==> config.mk <==
export PLATFORM = sky130hd
export DESIGN_NAME = byte_literal_list_parser_flat
export DESIGN_NICKNAME = d
export VERILOG_FILES = /design/src/rtl/core/bllp_pkg.sv /design/src/rtl/core/bllp_if.sv /design/src/rtl/core/byte_literal_list_parser.sv /design/src/rtl/core/bllp_fsm.sv /design/src/flat_wrapper.sv
export SDC_FILE = /design/constraint.sdc
export NUM_CORES = 1
export LEC_CHECK = 0
export ABC_AREA = 1
export BUFFER_PORTS_ARGS = -buffer_cell sky130_fd_sc_hd__buf_2
export CAP_MARGIN = 20
export CELL_PAD_IN_SITES_DETAIL_PLACEMENT = 1
export CELL_PAD_IN_SITES_GLOBAL_PLACEMENT = 1
export CORE_ASPECT_RATIO = 0.9
export CORE_MARGIN = 4
export CORE_UTILIZATION = 27
export CTS_BUF_LIST = sky130_fd_sc_hd__clkbuf_4
export CTS_CLUSTER_SIZE = 16
export DETAILED_ROUTE_END_ITERATION = 6
export GPL_ROUTABILITY_DRIVEN = 0
export PLACE_DENSITY = 0.55
export SYNTH_ARGS = -nofsm -noshare
export SYNTH_HDL_FRONTEND = slang
export SYNTH_SLANG_ARGS = --single-unit
==> constraint.sdc <==
create_clock -name clk_i -period 6.4 [get_ports clk_i]
set_clock_uncertainty 0.1 [all_clocks]
set_input_delay 0.32 -clock clk_i [delete_from_list [all_inputs] [get_ports clk_i]]
set_output_delay 0.32 -clock clk_i [all_outputs]
set_load 0.01 [all_outputs]
==> src/rtl/core/bllp_pkg.sv <==
// Shared types, constants and character helpers for the byte literal list parser.
package bllp_pkg;

  // Parse phase codes
  localparam logic [3:0] PH_ENTRY      = 4'd0;
  localparam logic [3:0] PH_ENTRY_NOTE = 4'd1;
  localparam logic [3:0] PH_LEAD_ZERO  = 4'd2;
  localparam logic [3:0] PH_NUMBER     = 4'd3;
  localparam logic [3:0] PH_LIT_OPEN   = 4'd4;
  localparam logic [3:0] PH_LIT_ESC    = 4'd5;
  localparam logic [3:0] PH_LIT_CLOSE  = 4'd6;
  localparam logic [3:0] PH_AFTER      = 4'd7;
  localparam logic [3:0] PH_AFTER_NOTE = 4'd8;

  // Radix codes
  localparam logic [1:0] RADIX_DEC = 2'd0;
  localparam logic [1:0] RADIX_OCT = 2'd1;
  localparam logic [1:0] RADIX_HEX = 2'd2;
  localparam logic [1:0] RADIX_BIN = 2'd3;

  // Characters
  localparam logic [7:0] CH_SPACE  = 8'h20;
  localparam logic [7:0] CH_TAB    = 8'h09;
  localparam logic [7:0] CH_CR     = 8'h0d;
  localparam logic [7:0] CH_NL     = 8'h0a;
  localparam logic [7:0] CH_HASH   = 8'h23;
  localparam logic [7:0] CH_COMMA  = 8'h2c;
  localparam logic [7:0] CH_QUOTE  = 8'h27;
  localparam logic [7:0] CH_BSLASH = 8'h5c;
  localparam logic [7:0] CH_ZERO   = 8'h30;
  localparam logic [7:0] CH_X      = 8'h78;
  localparam logic [7:0] CH_B      = 8'h62;

  localparam logic [4:0]  NO_DIGIT = 5'd16;
  localparam logic [11:0] MAX_BYTE = 12'd255;

  typedef struct packed {
    logic       byte_valid;
    logic [7:0] byte_value;
    logic       syntax_error;
    logic       done_res;
  } bllp_res_t;

  function automatic logic is_space(input logic [7:0] c);
    return (c == CH_SPACE) || (c inside {[CH_TAB:CH_CR]});
  endfunction

  function automatic logic [4:0] digit_of(input logic [7:0] c);
    logic [4:0] d;
    d = NO_DIGIT;
    if (c inside {[8'h30:8'h39]}) begin
      d = 5'(c - 8'h30);
    end else if (c inside {[8'h61:8'h66]}) begin
      d = 5'(c - 8'h57);
    end else if (c inside {[8'h41:8'h46]}) begin
      d = 5'(c - 8'h37);
    end
    return d;
  endfunction

  function automatic logic [4:0] base_of(input logic [1:0] radix);
    logic [4:0] b;
    case (radix)
      RADIX_OCT: b = 5'd8;
      RADIX_HEX: b = 5'd16;
      RADIX_BIN: b = 5'd2;
      default:   b = 5'd10;
    endcase
    return b;
  endfunction

  function automatic logic [7:0] escape_of(input logic [7:0] c);
    logic [7:0] e;
    case (c)
      8'h30:   e = 8'h00;  // 0
      8'h61:   e = 8'h07;  // a
      8'h65:   e = 8'h1b;  // e
      8'h66:   e = 8'h0c;  // f
      8'h6e:   e = 8'h0a;  // n
      8'h72:   e = 8'h0d;  // r
      8'h74:   e = 8'h09;  // t
      8'h76:   e = 8'h0b;  // v
      default: e = c;
    endcase
    return e;
  endfunction

endpackage

==> src/rtl/core/bllp_if.sv <==
// Handshake channel interfaces for the parser's character input and byte output.
interface bllp_in_if;
  logic       valid;
  logic       ready;
  logic [7:0] ch;
  logic       end_of_text;

  modport source (output valid, output ch, output end_of_text, input ready);
  modport sink (input valid, input ch, input end_of_text, output ready);
endinterface

interface bllp_out_if;
  logic       valid;
  logic       ready;
  logic       byte_valid;
  logic [7:0] byte_value;
  logic       syntax_error;
  logic       done_res;

  modport source (output valid, output byte_valid, output byte_value,
                  output syntax_error, output done_res, input ready);
  modport sink (input valid, input byte_valid, input byte_value,
                input syntax_error, input done_res, output ready);
endinterface

==> src/rtl/core/byte_literal_list_parser.sv <==
// Latency: a result word shows on out_o in the cycle after its character is accepted, once
// the words ahead of it have left the queue.
// Throughput: one character per cycle unless the queue is full; one registered parse step.
// A two-entry output queue keeps in_i ready while one result word waits on a stalled sink.
// Characters that cause no result leave nothing in the queue.
// Reset (rst_ni low, asynchronous) clears the parse state, the error flag and the queue.
module byte_literal_list_parser
  import bllp_pkg::*;
(
  input  logic       clk_i,
  input  logic       rst_ni,
  bllp_in_if.sink    in_i,
  bllp_out_if.source out_o
);

  logic      accept;
  logic      res_valid;
  bllp_res_t res;

  logic      v0_q, v0_d, v1_q, v1_d;
  bllp_res_t s0_q, s0_d, s1_q, s1_d;
  logic      push, pop;

  assign in_i.ready = ~v1_q;
  assign accept     = in_i.valid & ~v1_q;

  bllp_fsm u_fsm (
    .clk_i         (clk_i),
    .rst_ni        (rst_ni),
    .accept_i      (accept),
    .ch_i          (in_i.ch),
    .end_of_text_i (in_i.end_of_text),
    .res_valid_o   (res_valid),
    .res_o         (res)
  );

  assign push = accept & res_valid;
  assign pop  = v0_q & out_o.ready;

  always_comb begin
    v0_d = v0_q;
    v1_d = v1_q;
    s0_d = s0_q;
    s1_d = s1_q;
    if (!v0_q) begin
      if (push) begin
        s0_d = res;
        v0_d = 1'b1;
      end
    end else if (!v1_q) begin
      if (pop && push) begin
        s0_d = res;
      end else if (pop) begin
        v0_d = 1'b0;
      end else if (push) begin
        s1_d = res;
        v1_d = 1'b1;
      end
    end else if (pop) begin
      // advance the waiting word to the head
      s0_d = s1_q;
      v1_d = 1'b0;
    end
  end

  always_ff @(posedge clk_i or negedge rst_ni) begin
    if (!rst_ni) begin
      v0_q <= 1'b0;
      v1_q <= 1'b0;
    end else begin
      v0_q <= v0_d;
      v1_q <= v1_d;
    end
  end

  always_ff @(posedge clk_i) begin
    s0_q <= s0_d;
    s1_q <= s1_d;
  end

  assign out_o.valid        = v0_q;
  assign out_o.byte_valid   = s0_q.byte_valid;
  assign out_o.byte_value   = s0_q.byte_value;
  assign out_o.syntax_error = s0_q.syntax_error;
  assign out_o.done_res     = s0_q.done_res;

  a_queue_order: assert property (@(posedge clk_i) disable iff (!rst_ni)
    v1_q |-> v0_q)
    else $error("second queue slot filled while head is empty");

  a_full_holds: assert property (@(posedge clk_i) disable iff (!rst_ni)
    v1_q && !out_o.ready |=> v1_q && $stable(s1_q))
    else $error("waiting word lost while sink stalls");

  a_push_lands: assert property (@(posedge clk_i) disable iff (!rst_ni)
    push && !v0_q |=> v0_q && (s0_q == $past(res)))
    else $error("result word not captured at head");

endmodule

==> src/rtl/core/bllp_fsm.sv <==
// Parse state registers and the per-character next-state and result logic.
module bllp_fsm
  import bllp_pkg::*;
(
  input  logic       clk_i,
  input  logic       rst_ni,
  input  logic       accept_i,
  input  logic [7:0] ch_i,
  input  logic       end_of_text_i,
  output logic       res_valid_o,
  output bllp_res_t  res_o
);

  logic [3:0] ph_q, ph_d;
  logic [7:0] acc_q, acc_d;
  logic [1:0] rad_q, rad_d;
  logic       saw_q, saw_d;
  logic       fail_q, fail_d;

  logic        err;
  logic        have_byte;
  logic [7:0]  byte_out;
  logic        do_num;
  logic        do_after;
  logic [4:0]  dig;
  logic [4:0]  base;
  logic [11:0] scaled;
  logic [11:0] next_val;

  always_comb begin
    ph_d      = ph_q;
    acc_d     = acc_q;
    rad_d     = rad_q;
    saw_d     = saw_q;
    fail_d    = fail_q;
    err       = 1'b0;
    have_byte = 1'b0;
    byte_out  = 8'h00;
    do_num    = 1'b0;
    do_after  = 1'b0;
    dig       = digit_of(ch_i);
    base      = 5'd10;
    scaled    = 12'd0;
    next_val  = 12'd0;
    res_valid_o = 1'b0;
    res_o       = '0;

    if (accept_i && end_of_text_i) begin
      // flush the open entry, then return to reset
      if (!fail_q) begin
        case (ph_q)
          PH_LEAD_ZERO: begin
            have_byte = 1'b1;
          end
          PH_NUMBER: begin
            if (saw_q) begin
              have_byte = 1'b1;
              byte_out  = acc_q;
            end else begin
              err = 1'b1;
            end
          end
          PH_LIT_OPEN, PH_LIT_ESC, PH_LIT_CLOSE: begin
            err = 1'b1;
          end
          default: begin
          end
        endcase
      end
      res_valid_o        = 1'b1;
      res_o.byte_valid   = have_byte;
      res_o.byte_value   = have_byte ? byte_out : 8'h00;
      res_o.syntax_error = fail_q | err;
      res_o.done_res     = 1'b1;
      ph_d   = PH_ENTRY;
      acc_d  = 8'h00;
      rad_d  = RADIX_DEC;
      saw_d  = 1'b0;
      fail_d = 1'b0;
    end else if (accept_i && !fail_q) begin
      case (ph_q)
        PH_ENTRY_NOTE: begin
          if (ch_i == CH_NL) ph_d = PH_ENTRY;
        end
        PH_LEAD_ZERO: begin
          ph_d = PH_NUMBER;
          if (ch_i == CH_X) begin
            rad_d = RADIX_HEX;
          end else if (ch_i == CH_B) begin
            rad_d = RADIX_BIN;
          end else begin
            rad_d  = RADIX_OCT;
            saw_d  = 1'b1;
            do_num = 1'b1;
          end
        end
        PH_NUMBER: begin
          do_num = 1'b1;
        end
        PH_LIT_OPEN: begin
          if (ch_i == CH_BSLASH) begin
            ph_d = PH_LIT_ESC;
          end else begin
            acc_d = ch_i;
            ph_d  = PH_LIT_CLOSE;
          end
        end
        PH_LIT_ESC: begin
          acc_d = escape_of(ch_i);
          ph_d  = PH_LIT_CLOSE;
        end
        PH_LIT_CLOSE: begin
          if (ch_i == CH_QUOTE) begin
            have_byte = 1'b1;
            byte_out  = acc_q;
            ph_d      = PH_AFTER;
          end else begin
            err = 1'b1;
          end
        end
        PH_AFTER: begin
          do_after = 1'b1;
        end
        PH_AFTER_NOTE: begin
          if (ch_i == CH_NL) ph_d = PH_AFTER;
        end
        default: begin
          // expect entry; unused codes land here too
          ph_d = PH_ENTRY;
          if (is_space(ch_i)) begin
          end else if (ch_i == CH_HASH) begin
            ph_d = PH_ENTRY_NOTE;
          end else if (ch_i == CH_QUOTE) begin
            ph_d = PH_LIT_OPEN;
          end else begin
            acc_d = 8'h00;
            saw_d = 1'b0;
            rad_d = RADIX_DEC;
            if (ch_i == CH_ZERO) begin
              ph_d = PH_LEAD_ZERO;
            end else if (dig == NO_DIGIT) begin
              err = 1'b1;
            end else begin
              ph_d   = PH_NUMBER;
              do_num = 1'b1;
            end
          end
        end
      endcase

      // one digit step or the end of a number
      if (do_num) begin
        base = base_of(rad_d);
        case (rad_d)
          RADIX_OCT: scaled = {1'b0, acc_d, 3'b000};
          RADIX_HEX: scaled = {acc_d, 4'b0000};
          RADIX_BIN: scaled = {3'b000, acc_d, 1'b0};
          default:   scaled = {1'b0, acc_d, 3'b000} + {3'b000, acc_d, 1'b0};
        endcase
        next_val = scaled + {7'd0, dig};
        if (dig == NO_DIGIT) begin
          if (!saw_d) begin
            err = 1'b1;
          end else begin
            have_byte = 1'b1;
            byte_out  = acc_d;
            ph_d      = PH_AFTER;
            do_after  = 1'b1;
          end
        end else if (dig >= base || next_val > MAX_BYTE) begin
          err = 1'b1;
        end else begin
          acc_d = next_val[7:0];
          saw_d = 1'b1;
        end
      end

      if (do_after) begin
        if (is_space(ch_i)) begin
        end else if (ch_i == CH_HASH) begin
          ph_d = PH_AFTER_NOTE;
        end else if (ch_i == CH_COMMA) begin
          ph_d = PH_ENTRY;
        end else begin
          err = 1'b1;
        end
      end

      if (err) fail_d = 1'b1;
      // drop a byte whose ending character is itself faulty
      res_valid_o        = have_byte | err;
      res_o.byte_valid   = have_byte & ~err;
      res_o.byte_value   = (have_byte && !err) ? byte_out : 8'h00;
      res_o.syntax_error = err;
      res_o.done_res     = 1'b0;
    end
  end

  always_ff @(posedge clk_i or negedge rst_ni) begin
    if (!rst_ni) begin
      ph_q   <= PH_ENTRY;
      acc_q  <= 8'h00;
      rad_q  <= RADIX_DEC;
      saw_q  <= 1'b0;
      fail_q <= 1'b0;
    end else begin
      ph_q   <= ph_d;
      acc_q  <= acc_d;
      rad_q  <= rad_d;
      saw_q  <= saw_d;
      fail_q <= fail_d;
    end
  end

  a_fail_sticky: assert property (@(posedge clk_i) disable iff (!rst_ni)
    fail_q && !(accept_i && end_of_text_i) |=> fail_q)
    else $error("error flag cleared before end of text");

  a_eot_reset: assert property (@(posedge clk_i) disable iff (!rst_ni)
    accept_i && end_of_text_i |=> (ph_q == PH_ENTRY) && !fail_q && !saw_q)
    else $error("state not returned to reset after end of text");

  a_silent_when_failed: assert property (@(posedge clk_i) disable iff (!rst_ni)
    fail_q && accept_i && !end_of_text_i |-> !res_valid_o)
    else $error("result given while error flag set");

  a_byte_excludes_error: assert property (@(posedge clk_i) disable iff (!rst_ni)
    res_valid_o |-> !(res_o.byte_valid && res_o.syntax_error))
    else $error("byte delivered together with error");

endmodule
==> src/flat_wrapper.sv <==
// flat-port wrapper written by rule: the top's interface ports become plain ports
module byte_literal_list_parser_flat import bllp_pkg::*;
  (clk_i, rst_ni, in_i_valid, in_i_ch, in_i_end_of_text, in_i_ready, out_o_valid, out_o_byte_valid, out_o_byte_value, out_o_syntax_error, out_o_done_res, out_o_ready);
  bllp_in_if in_i_i ();
  bllp_out_if out_o_i ();
  input  logic clk_i;
  input  logic rst_ni;
  input wire logic [$bits(in_i_i.valid)-1:0] in_i_valid;
  input wire logic [$bits(in_i_i.ch)-1:0] in_i_ch;
  input wire logic [$bits(in_i_i.end_of_text)-1:0] in_i_end_of_text;
  output wire logic [$bits(in_i_i.ready)-1:0] in_i_ready;
  output wire logic [$bits(out_o_i.valid)-1:0] out_o_valid;
  output wire logic [$bits(out_o_i.byte_valid)-1:0] out_o_byte_valid;
  output wire logic [$bits(out_o_i.byte_value)-1:0] out_o_byte_value;
  output wire logic [$bits(out_o_i.syntax_error)-1:0] out_o_syntax_error;
  output wire logic [$bits(out_o_i.done_res)-1:0] out_o_done_res;
  input wire logic [$bits(out_o_i.ready)-1:0] out_o_ready;
  assign in_i_i.valid = in_i_valid;
  assign in_i_i.ch = in_i_ch;
  assign in_i_i.end_of_text = in_i_end_of_text;
  assign in_i_ready = in_i_i.ready;
  assign out_o_valid = out_o_i.valid;
  assign out_o_byte_valid = out_o_i.byte_valid;
  assign out_o_byte_value = out_o_i.byte_value;
  assign out_o_syntax_error = out_o_i.syntax_error;
  assign out_o_done_res = out_o_i.done_res;
  assign out_o_i.ready = out_o_ready;
  byte_literal_list_parser u_core (.clk_i(clk_i), .rst_ni(rst_ni), .in_i(in_i_i), .out_o(out_o_i));
endmodule
### Word level (Yosys, flattened, before mapping)

Index checks and enable logic that the tools add are counted.
Widths: inputs -> output; s select.

* add/sub/neg operators: 5
* bitwise operators: 10
* multiplexer cells: 143
* reductions and logical operators: 24
* $lt $le $gt $ge: 10
* eq/ne operators: 30

Operators by type and width (number)
* $mux 8: 20
* $eq 8x7->1 const B: 10
* $mux 11: 7
* $mux 1: 69
* $pmux 8 s8: 1
* $mux 4: 12
* $eq 8x6->1 const B: 5
* $mux 12: 3
* $pmux 12 s3: 1
* $mux 5: 6
* $pmux 4 s7: 1
* $mux 2: 12
* $pmux 8 s3: 1
* $eq 4x3->1 const B: 4
* $ge 8x7->1 const B: 2
* $le 8x7->1 const B: 2
* $pmux 5 s3: 1
* $sub 5x5->5 const B: 3
* $reduce_or 7->1: 2
* $add 11x9->12: 1
* $add 12x5->12: 1
* $gt 12x8->1 const B: 1
* $reduce_or 6->1: 2
* $mux 3: 3
* 28 further kinds: 52

* flip-flop bits (word level): 40
* word-level logic and storage cells: 237
* input port bits: 13
* output and inout port bits: 13

### Logic depth before layout (Yosys ltp)

* word-level depth: 37
* gate-level depth with buffers: 38
* mapped depth without buffers: 37

### Cells and area by module

Synthesis repeated with hierarchy kept, for this count alone.

* cell total of the unflattened synthesis: 632
* area, all modules: 4192.8 sq um

Modules (own cells, without submodules)
* bllp_fsm: area an instance 3258.1 sq um, instances 1, seq. area each 400.4 sq um, cells an instance 558
* byte_literal_list_parser: area an instance 934.6 sq um, instances 1, seq. area each 710.7 sq um, cells an instance 74

### Least setup slack after synthesis

OpenSTA, ideal clock, no wires.

* path kind: reg2reg
* start: reg u_core.u_fsm.ph_q[3]
* end: reg u_core.s1_q[0] (netlist name), enable pin
* buffers on the path: 3
* period minus slack after synthesis: 5.131 ns
* cell stages (with the launch flop): 29
* slack: 1.269 ns
* library setup time: 0.393 ns
* data arrival time: 4.638 ns
* data required time: 5.907 ns
* cell sequence: dfrtp_1 -> nor2_1 -> nand3_2 -> nand3_2 -> inv_2 -> nand2_4 -> inv_4 -> buf_6 -> a31oi_1 -> ha_1 -> clkbuf_1 -> inv_1 -> clkbuf_1 -> o21ai_0 -> inv_1 -> ha_1 -> nand3_1 -> nand2_1 -> a21oi_1 -> or2_2 -> nor2_1 -> nand3_1 -> nand2_1 -> nand2_1 -> nand3_2 -> nand2_2 -> nand4_1 -> nand2_1 -> nor3_1

* word-level cells in the longest chain between the ends: 29
* elaborated cells on any way between the ends: 70
* classes of those cells: 2 x add/sub; 2 x order compare; 11 x eq/ne; 45 x mux; 3 x bitwise; 7 x reduce/logical

RTL lines
* start, declared: RTL line bllp_fsm.sv:14 `logic [3:0] ph_q, ph_d;`
* start signal, assigned: RTL line bllp_fsm.sv:207 `ph_q <= ph_d;`
* $eq 4x4->1 (tied with other cells): RTL line bllp_fsm.sv:81 `case (ph_q)`
* $reduce_or 6->1 (no line) / $reduce_or 7->1 (equally long branches)
* $pmux 8 s3 / $pmux 2 s2 (equally long branches): RTL line bllp_fsm.sv:81
* $mux 8 / $mux 2 (equally long branches): RTL line bllp_fsm.sv:80 `end else if (accept_i && !fail_q) begin`
* $mux 8 / $mux 2 (equally long branches): RTL line bllp_fsm.sv:48 `if (accept_i && end_of_text_i) begin`
* $add 11x9->12 (tied with other cells): RTL line bllp_fsm.sv:158 `default: scaled = {1'b0, acc_d, 3'b000} + {3'b000, acc_d, 1'b0};`
* $pmux 12 s3: RTL line bllp_fsm.sv:154 `case (rad_d)`
* $mux 12: RTL line bllp_fsm.sv:152 `if (do_num) begin`
* [13 not listed]
* $mux 1: RTL line bllp_fsm.sv:48
* $or 1x1->1 (*): RTL line bllp_fsm.sv:191 `res_valid_o = have_byte | err;`
* $mux 1 (*): RTL line bllp_fsm.sv:80
* $mux 1 (*): RTL line bllp_fsm.sv:48
* $and 1x1->1 (*): RTL line byte_literal_list_parser.sv:37 `assign push = accept & res_valid;`
* $logic_and 1x1->1: RTL line byte_literal_list_parser.sv:51 `if (pop && push) begin`
* $not 1->1 (no line)
* $reduce_and 5->1 (no line) (*)
* end signal, assigned: RTL line byte_literal_list_parser.sv:78 `s1_q <= s1_d;`
* end, declared: RTL line byte_literal_list_parser.sv:21 `bllp_res_t s0_q, s0_d, s1_q, s1_d;`

Mark *: on every way between the ends. The rest lies on a longest branch, timed or not. The select of a mux whose other input is x is not followed.
A chain may end at the register's enable or synchronous reset.

### Final worst setup path

* start: reg u_core.u_fsm.ph_q[0]
* end: reg u_core.s1_q[7] (netlist name), enable pin

The elaborated chain is that of the path after synthesis.

==> results.json <==
{
  "status": "finished, final reports clean",
  "clockRootBuffer": "clkbuf_4",
  "yosysTopAreaCell": "edfxtp_1",
  "seq_area_frac_synth": 0.271,
  "worst-r2r-setup-slack_ns": 0.97,
  "fp.dieW_um": 138,
  "fillCellCount": 1980,
  "vias_per_cell": 4.95,
  "io_buffers": 25,
  "synth_edf_count": 22,
  "numCtsBuffers": 5,
  "cts_tree": "yes",
  "hold_path_end": "u_core.v1_q",
  "min_period_ns": 5.43,
  "start_kind": "register",
  "max_freq_mhz": 184,
  "hold_viol_final": 0,
  "ios": 26,
  "synth_commonest_cells": "164 x nand2_1, 87 x inv_1, 63 x nand3_1",
  "synth_area_leaders": "edfxtp_1 16%, nand2_1 15%, dfrtp_1 11%, inv_1 8.0%, nand3_1 7.7%",
  "period_share": 0.848,
  "vdd_drop_max_v": 0.000236,
  "cts_resized": 0,
  "first_iter_violations": 218,
  "r2r-end": "u_core.s1_q[7]",
  "diodes": 0,
  "critical_path_class": "register to register",
  "place_area_mm2": 0.00442,
  "clkLatencyLatePin_ns": 0.35,
  "synth_most_common_cell": "nand2_1",
  "die_h_um": 125,
  "numClockSinks": 40,
  "grt_use_total": 0.175,
  "crit_path_max_fanout": 13,
  "rsz0062_at_grt": "false",
  "synth_cells": 622,
  "clk_pin_slew_ns": 0.13,
  "syn2layout_area_growth_pct": 9.97,
  "synth_seq_cells": 40,
  "drt-total-wl_mm": 14.7,
  "synth_cell_types": 48,
  "syn_area_mm2": 0.00411,
  "hold_path_class": "input port to register",
  "synth_nets": 660,
  "rr_worst_depth": 25,
  "leakagePower_uw": 0.00223,
  "cp.arrival_ns": 5.39,
  "antenna_found_initial": 0,
  "cts-htree-levels": 2,
  "synth.avg_cell_area_um2": 6.60,
  "maxCapViolCount": 0,
  "worstSetupEndpointType": "register",
  "initial_core_util": 0.277,
  "reg2reg_from": "u_core.u_fsm.ph_q[0]",
  "ys_warn_count": 0,
  "ant_nets": 0,
  "maxSlewViolCount": 0,
  "dp_hpwl_mm": 12.2,
  "grt_pass1_wl_mm": 24.1,
  "slew_headroom": 0.542,
  "async_flop_share": 0.450,
  "finalSetupViolCount": 0,
  "grt_pass1_vias": 4347,
  "route.detailed.drc": 0,
  "fin_area_mm2": 0.00451,
  "vias": 4184,
  "core-area_mm2": 0.0148,
  "clk_path_buf_depth": 2,
  "fin_setup_tns_ns": 0,
  "gr-total-overflow": 0,
  "powerDensity_mw_per_mm2": 499,
  "die_area_mm2": 0.0172,
  "drive_gt1_frac": 0.142,
  "min_path_cells": 4,
  "wl_per_cell_um": 17.4,
  "drt-pass1-iter-count": 4,
  "synthFlopType": "edfxtp_1",
  "tightest_slew_ns": 0.684,
  "hp-start": "out_o_ready",
  "finalNetCount": 685,
  "synth_top_cell_area_share": 0.161,
  "rows": 42,
  "required_ns": 6.37,
  "grt_max_degree": 19
}
flip-flops by register name, indices dropped and copies added, names as in the netlist:
name,count
u_core.u_fsm.ph_q,4
u_core.out_o.syntax_error,1
u_core.s1_q,11
u_core.out_o.byte_value,8
u_core.u_fsm.rad_q,2
u_core.u_fsm.fail_q,1
u_core.u_fsm.acc_q,8
u_core.out_o.done_res,1
u_core.v1_q,1
u_core.out_o.byte_valid,1
u_core.out_o.valid,1
u_core.u_fsm.saw_q,1
worst max path at each step:
stage / from / endpoint / slack (ns) / cells past startpoint
6_report: u_core.u_fsm.ph_q[0] / u_core.s1_q[7] / 0.97 / 25
5_1_grt: u_core.u_fsm.ph_q[3] / u_core.s1_q[2] / 0.41 / 26
4_1_cts: u_core.u_fsm.ph_q[0] / u_core.s1_q[2] / 0.96 / 25
3_5_place_dp: in_i_ch[1] / u_core.s1_q[2] / 0.86 / 27
3_3_place_gp: in_i_ch[1] / u_core.s1_q[8] / 0.98 / 27
2_1_floorplan: u_core.u_fsm.ph_q[3] / u_core.s1_q[0] / 1.27 / 28
critical path: stages (launching register included):
cell and delay, ns:
dfrtp_1 0.51, inv_2 0.13, nand3_2 0.12, nand2_1 0.06, nor3_1 0.37, o21ai_0 0.14
a31oi_1 0.46, ha_1 0.50, inv_1 0.33, o21ai_0 0.23, inv_1 0.06, ha_1 0.35
nand3_1 0.09, nand2_1 0.11, a21oi_1 0.10, or2_2 0.31, nor2_1 0.10, nand3_1 0.08
nand2_1 0.06, nand2_1 0.06, nand3_2 0.10, nand2_2 0.08, nand4_1 0.13, nand2_1 0.10
nor3_1 0.19, buf_4 0.23
logic make-up (layout without fill, tap and decap cells):
kind of cell	after synthesis	in the layout	share of synthesized area
AND/OR/NAND/NOR	342	342	0.384
buffers and inverters	111	137	0.111
AO/OA/AOI/OAI	99	99	0.144
flip-flops	40	40	0.271
adder cells (fa/ha/maj)	25	25	0.0799
XOR/XNOR	5	5	0.0107
final cells by class:
class | count | area (µm²) | area share
clock buffer | 5 | 37.5 | 0.00831
clock inverter | 3 | 42.5 | 0.00942
inverter | 100 | 378 | 0.0837
multi-input combinational | 471 | 2540 | 0.563
sequential | 40 | 1110 | 0.246
tap | 198 | 248 | 0.0549
timing repair buffer | 29 | 158 | 0.0349
report_power, final:
group          total, µW  internal [µW]  switching [µW]
sequential           430            371            59.6
clock                171           81.7            89.2
combinational       1650            515            1130
total               2250            967            1280
through the flow:
| step | worst slack [ns] | hold slack (ns) | power, µW | utilization | std cells |
|---|---|---|---|---|---|
| 6_report | 0.971 | 0.133 | 2250 | 0.305 | 846 |
| 5_1_grt | 0.412 | 0.142 | 2490 | 0.305 | 846 |
| 4_1_cts | 0.963 | 0.126 | 2270 | 0.305 | 846 |
| 3_5_place_dp | 0.863 | 0.188 | 2080 | 0.299 | 837 |
| 3_3_place_gp | 0.984 | 0.188 | 2040 | 0.299 | 837 |
| 2_1_floorplan | 1.27 | -0.0756 | 1630 | - | 622 |
timing repair:
item                      4_1_cts  5_1_grt
setup buffers                   0        0
hold endpoints to repair       18        0
hold buffers                    1        0
cells in the final DEF, fill, tap and decap left out, types with 4 or more instances in the layout:
cell and instances:
nand2_1 164, ha_1 23, clkbuf_4 5, nor2_1 57, o21ai_1 10, a21oi_1 25, dfrtp_1 18, nor2_2 9
nand2_2 9, nand3_2 14, nor3_1 11, o21ai_0 26, edfxtp_1 22, o22ai_1 15, inv_2 12, nand4_1 5
buf_2 25, xor2_1 4, inv_1 87, o211ai_1 5, nand3_1 63
routing by layer:
layer	global-route usage	vias up	share of wire
met4	0.0238	0	0.0070
met3	0.0120	7	0.035
met1	0.271	2016	0.51
met5	0	-	0
met2	0.271	68	0.45
li1	-	2093	-
Note: power is estimated with default switching activity, not from simulation.
